==> src/rtl/core/stdes_pkg.sv <==
// shared types, constants and exponential tables of the dual-exponential synapse
package stdes_pkg;

    localparam int EXP_TABLE_DEPTH = 256;
    localparam int FRAC_BITS = $clog2(EXP_TABLE_DEPTH);
    localparam int EXP_INT_SPAN = 24;
    localparam int INT_IDX_W = $clog2(EXP_INT_SPAN);
    localparam logic [63:0] Q30_ONE = 64'd1073741824;

    // register indexes
    localparam logic [2:0] REG_THRESHOLD = 3'd0;
    localparam logic [2:0] REG_PEAK_COND = 3'd1;
    localparam logic [2:0] REG_NORM = 3'd2;
    localparam logic [2:0] REG_RISE = 3'd3;
    localparam logic [2:0] REG_DECAY = 3'd4;
    localparam logic [2:0] REG_REVERSAL = 3'd5;
    localparam logic [2:0] REG_INIT_FIRE = 3'd6;
    localparam logic [2:0] REG_START_FIRED = 3'd7;

    // datapath commands from the controller
    typedef struct packed {
        logic load_in;    // capture item, run detection and state update
        logic exp_sel;    // 0 decay, 1 rise
        logic exp_mul;    // form exponent product x = e * rate
        logic exp_tab;    // table lookup for the selected exponential
        logic exp_lerp;   // interpolation step
        logic exp_scale;  // integer-part scaling, store result
        logic mul_a;      // norm * gmax and diff
        logic mul_p;      // a * |g|
        logic mul_m;      // p * |dv|
        logic finish;     // saturate and load output register
    } stdes_cmd_t;

    // constant table types: fraction table and integer-part table, Q1.30
    typedef logic [EXP_TABLE_DEPTH:0][31:0] frac_tab_t;
    typedef logic [EXP_INT_SPAN-1:0][31:0] int_tab_t;

    // exp(-y), y in Q1.30, truncated series as in the table build
    function automatic logic [31:0] series_exp_neg(input logic [63:0] y);
        logic signed [63:0] sum;
        logic [63:0] term;
        sum = 64'sd1073741824;
        term = Q30_ONE;
        for (int i = 1; i <= 24; i++) begin
            term = ((term * y) >> 30) / 64'(i);
            if ((i % 2) == 1)
                sum = sum - $signed(term);
            else
                sum = sum + $signed(term);
        end
        if (sum < 0)
            sum = 0;
        if (sum > 64'sd1073741824)
            sum = 64'sd1073741824;
        return sum[31:0];
    endfunction

    function automatic logic [31:0] frac_entry(input int k);
        return series_exp_neg((64'(k) << 30) / 64'(EXP_TABLE_DEPTH));
    endfunction

    // exp(-k/depth) for every fraction step
    function automatic frac_tab_t build_frac_tab();
        frac_tab_t t;
        for (int k = 0; k <= EXP_TABLE_DEPTH; k++)
            t[k] = frac_entry(k);
        return t;
    endfunction

    // exp(-n) by rounded repeated multiplication of exp(-1)
    function automatic int_tab_t build_int_tab();
        int_tab_t t;
        logic [63:0] v;
        logic [63:0] e1;
        v = Q30_ONE;
        e1 = 64'(frac_entry(EXP_TABLE_DEPTH));
        t[0] = v[31:0];
        for (int k = 1; k < EXP_INT_SPAN; k++) begin
            v = (v * e1 + (Q30_ONE >> 1)) >> 30;
            t[k] = v[31:0];
        end
        return t;
    endfunction

    localparam frac_tab_t FRAC_TAB = build_frac_tab();
    localparam int_tab_t INT_TAB = build_int_tab();

endpackage

==> src/rtl/core/stdes_ctrl.sv <==
// controller sequencing one item through the shared exponential and product units
module stdes_ctrl (
    input  logic                  clk,
    input  logic                  rst_n,
    input  logic                  in_fire,
    input  logic                  out_free,
    output logic                  busy,
    output stdes_pkg::stdes_cmd_t cmd
);

    localparam logic [3:0] S_IDLE = 4'd0;
    localparam logic [3:0] S_DMUL = 4'd1;
    localparam logic [3:0] S_DTAB = 4'd2;
    localparam logic [3:0] S_DLRP = 4'd3;
    localparam logic [3:0] S_DSCL = 4'd4;
    localparam logic [3:0] S_RMUL = 4'd5;
    localparam logic [3:0] S_RTAB = 4'd6;
    localparam logic [3:0] S_RLRP = 4'd7;
    localparam logic [3:0] S_RSCL = 4'd8;
    localparam logic [3:0] S_MA = 4'd9;
    localparam logic [3:0] S_MP = 4'd10;
    localparam logic [3:0] S_MM = 4'd11;
    localparam logic [3:0] S_FIN = 4'd12;

    logic [3:0] state_reg, state_next;

    // next state
    always_comb
    begin
        state_next = state_reg;
        unique case (state_reg)
            S_IDLE: if (in_fire) state_next = S_DMUL;
            S_DMUL: state_next = S_DTAB;
            S_DTAB: state_next = S_DLRP;
            S_DLRP: state_next = S_DSCL;
            S_DSCL: state_next = S_RMUL;
            S_RMUL: state_next = S_RTAB;
            S_RTAB: state_next = S_RLRP;
            S_RLRP: state_next = S_RSCL;
            S_RSCL: state_next = S_MA;
            S_MA:   state_next = S_MP;
            S_MP:   state_next = S_MM;
            S_MM:   state_next = S_FIN;
            S_FIN:  if (out_free) state_next = S_IDLE;
            default: state_next = S_IDLE;
        endcase
    end

    always_ff @(posedge clk or negedge rst_n)
    begin
        if (!rst_n)
            state_reg <= S_IDLE;
        else
            state_reg <= state_next;
    end

    // command decode
    always_comb
    begin
        cmd = '0;
        busy = (state_reg != S_IDLE);
        cmd.load_in = (state_reg == S_IDLE) && in_fire;
        cmd.exp_sel = (state_reg == S_RMUL) || (state_reg == S_RTAB) ||
                      (state_reg == S_RLRP) || (state_reg == S_RSCL);
        cmd.exp_mul = (state_reg == S_DMUL) || (state_reg == S_RMUL);
        cmd.exp_tab = (state_reg == S_DTAB) || (state_reg == S_RTAB);
        cmd.exp_lerp = (state_reg == S_DLRP) || (state_reg == S_RLRP);
        cmd.exp_scale = (state_reg == S_DSCL) || (state_reg == S_RSCL);
        cmd.mul_a = (state_reg == S_MA);
        cmd.mul_p = (state_reg == S_MP);
        cmd.mul_m = (state_reg == S_MM);
        cmd.finish = (state_reg == S_FIN) && out_free;
    end

    // checks
    a_load_idle: assert property (@(posedge clk) disable iff (!rst_n)
        cmd.load_in |=> state_reg == S_DMUL) else $error("load did not start sequence");
    a_finish_idle: assert property (@(posedge clk) disable iff (!rst_n)
        cmd.finish |=> state_reg == S_IDLE) else $error("finish did not return idle");
    a_one_cmd: assert property (@(posedge clk) disable iff (!rst_n)
        $onehot0({cmd.load_in, cmd.exp_mul, cmd.exp_tab, cmd.exp_lerp, cmd.exp_scale,
                  cmd.mul_a, cmd.mul_p, cmd.mul_m, cmd.finish}))
        else $error("overlapping commands");

endmodule

==> config.mk <==
export PLATFORM = sky130hd
export DESIGN_NAME = stdes_ctrl
export DESIGN_NICKNAME = d
export VERILOG_FILES = /design/src/rtl/core/stdes_pkg.sv /design/src/rtl/core/stdes_ctrl.sv
export SDC_FILE = /design/constraint.sdc
export NUM_CORES = 1
export LEC_CHECK = 0
export BUFFER_PORTS_ARGS = -buffer_cell sky130_fd_sc_hd__buf_2
export CAP_MARGIN = 40
export CORE_AREA = 2 2 39 41
export CTS_BUF_LIST = sky130_fd_sc_hd__clkbuf_16
export CTS_CLUSTER_SIZE = 16
export DETAILED_ROUTE_END_ITERATION = 8
export DIE_AREA = 0 0 41 43
export GPL_TIMING_DRIVEN = 0
export PLACE_DENSITY_LB_ADDON = 0.15
export SYNTH_ARGS = -nofsm -noshare
export SYNTH_HDL_FRONTEND = slang
export SYNTH_SLANG_ARGS = --single-unit
export TNS_END_PERCENT = 30
==> constraint.sdc <==
create_clock -name clk -period 3.1 [get_ports clk]
set_input_delay 0.31 -clock clk [delete_from_list [all_inputs] [get_ports clk]]
set_output_delay 0.31 -clock clk [all_outputs]
set_load 0.1 [all_outputs]
==> metrics.csv <==
metric,value,unit
status,finished clean,
register bit count reported by yosys,4,
Final setup violation count,0,
setup TNS,0,ns
io pins,15,
number of global-route vias before repair,218,
Critical Path RT,2.79,ns
Worst-Margin Slew,0.4843,ns
register area,100.1,µm²
Area Growth Syn to Fin,61.40,%
routed vias/inst,4.221,
final antenna-violating net count,0,
fmax,520.9,MHz
"Reg clk slew, reported paths",0.03,ns
Min-Delay Path Class,input port to async pin,
die area,1763,µm²
number of max-cap violations,0,
starting DRC count in detailed routing,3,
Setup crit end kind,output pin,
first-pass GRT wire length,931,µm
layout cell share with drive strength beyond 1,40.38,%
# diodes,0,
footprint of the multi-input gates,173.9,µm²
max reg flops,4,
syn nets,38,
Setup CP Type,flop to output pin,
PortBufs,14,
Period minus WS final,1.920,ns
initial antenna violation count,0,
Synthesis Warnings,0,
Fillers,151,
total global-route track usage,8.375,%
via count,287,
Initial Util,20.61,%
Clock Path Buffers,2,
RSZ-0062 raised after global routing,false,
Critical Path Start Type,flop,
max-slew violation count,0,
core region area,1384,µm²
postcts setup bufs,0,
Chip Height,43,µm
# clock sinks,4,
drt drc,0,
largest net degree at the start of global routing,11,
TritonRoute pass-1 iters,4,
Avg Inst Size Synth,8.390,µm²
FP Rows,14,
Syn Std Cell Area,285.3,µm²
skew final,0.0002124,ns
Post-Layout Cell Count,68,
slew margin rel.,67.94,%
placed cell count,64,
Root Buffer,clkbuf_16,
H-tree Lvls,1,
WL/cell,10.13,µm
Crit path arrival time,1.61,ns
Worst-Skew Late Latency,0.22,ns
GPL Wtd Cong,0.6130,
fin crit share,61.93,%
TritonCTS clock tree,yes,
Post-Synthesis Cells,34,
Final Hold Fails,0,
worst-path fanout max,8,
CTS buffer count,3,
layout net count,58,
synth unique cells,21,
Post-Route WL,689,µm
HPWL after detailed placement,521.7,µm
grt total ovfl,0,
post-synthesis sequential area ratio,35.09,%
DIE WIDTH,41,µm
[cells in the mapped netlist]
master | number | area (µm²)
or4b_1 | 1 | 10.01
and2_1 | 1 | 6.260
a21oi_1 | 1 | 5.000
nor4_1 | 1 | 6.260
dfrtp_1 | 4 | 100.1
a311o_1 | 1 | 10.01
buf_4 | 1 | 7.510
nand2_1 | 2 | 7.510
a21boi_0 | 1 | 7.510
and3b_2 | 1 | 10.01
nand2b_1 | 2 | 12.51
mux2i_1 | 1 | 10.01
o21ai_0 | 1 | 5.000
inv_1 | 1 | 3.750
nor3b_1 | 1 | 7.510
o211ai_2 | 1 | 12.51
or2b_1 | 1 | 7.510
nor2_1 | 8 | 30.03
nor3_1 | 1 | 5.000
or2b_2 | 1 | 8.760
and3_1 | 2 | 12.51
[cell type report]
| class | instances | share of cell area [%] |
|---|---|---|
| Timing Repair Buffer | 15 | 17.39 |
| Multi-Input combinational cell | 28 | 37.77 |
| Clock buffer | 3 | 16.30 |
| Inverter | 1 | 0.8152 |
| Buffer | 1 | 1.630 |
| Sequential cell | 4 | 21.74 |
| Tap cell | 16 | 4.348 |
[cells in the final DEF, fill, tap and decap left out, drive strengths merged]
cell	instances
or4b	1
o211ai	1
nor2	8
nand2b	2
and2	1
inv	1
nor3b	1
buf	15
nand2	2
a21oi	1
a21boi	1
and3	2
mux2i	1
nor4	1
clkbuf	3
dlygate4sd3	1
and3b	1
dfrtp	4
or2b	2
nor3	1
a311o	1
o21ai	1
[per-layer routing]
metal / up-vias / routed length [µm] / GRT usage [%]
met5: - / 0 / 0
met4: 0 / 0 / 8.000
met3: 0 / 36 / 1.571
met2: 11 / 312 / 10.00
met1: 121 / 340 / 11.76
li1: 155 / - / -
[cells by family (layout without fill, tap and decap cells)]
logic type | count (synthesis) | count (layout) | share of synthesized area (%)
simple gates | 22 | 22 | 43.42
compound gates | 5 | 5 | 14.03
flops | 4 | 4 | 35.09
buf+inv | 2 | 20 | 3.947
mux | 1 | 1 | 3.509
[through the flow]
step	util, %	hold WS [ns]	setup WS (ns)	cell area, µm²
after floorplan	-	0.01441	0.5269	285.3
after global placement	27.12	0.1169	1.412	375.4
after detailed placement	27.12	0.1167	1.394	375.4
after CTS	33.27	0.4210	1.159	460.4
after global routing	33.27	0.4412	1.099	460.4
final	33.27	0.4303	1.180	460.4
[worst paths after layout]
kind                       slack (ns)         start            to  cells past startpoint
max                              1.18  state_reg[1]        cmd[8]                      3
min                              0.43         rst_n  state_reg[2]                      2
max reg2reg                      1.93  state_reg[1]  state_reg[3]                      2
min reg2reg                      0.60  state_reg[0]  state_reg[0]                      1
max in group asynchronous        2.56         rst_n  state_reg[3]                      2
min in group clk                 0.44      out_free  state_reg[3]                      3
[timing repair]
| action | CTS | global route |
|---|---|---|
| resized for setup | 0 | 0 |
| endpoints found under the hold margin | 4 | 0 |
| hold buffers | 1 | 0 |
[critical path, cell delays in order, from the launching register on]
cell,delay [ns]
dfrtp_1,0.43
nor2_1,0.30
mux2i_1,0.21
buf_2,0.44
Power is left out: the tool's default activity adds up to more than one toggle a clock period on the data nets, which glitch-free logic cannot reach.
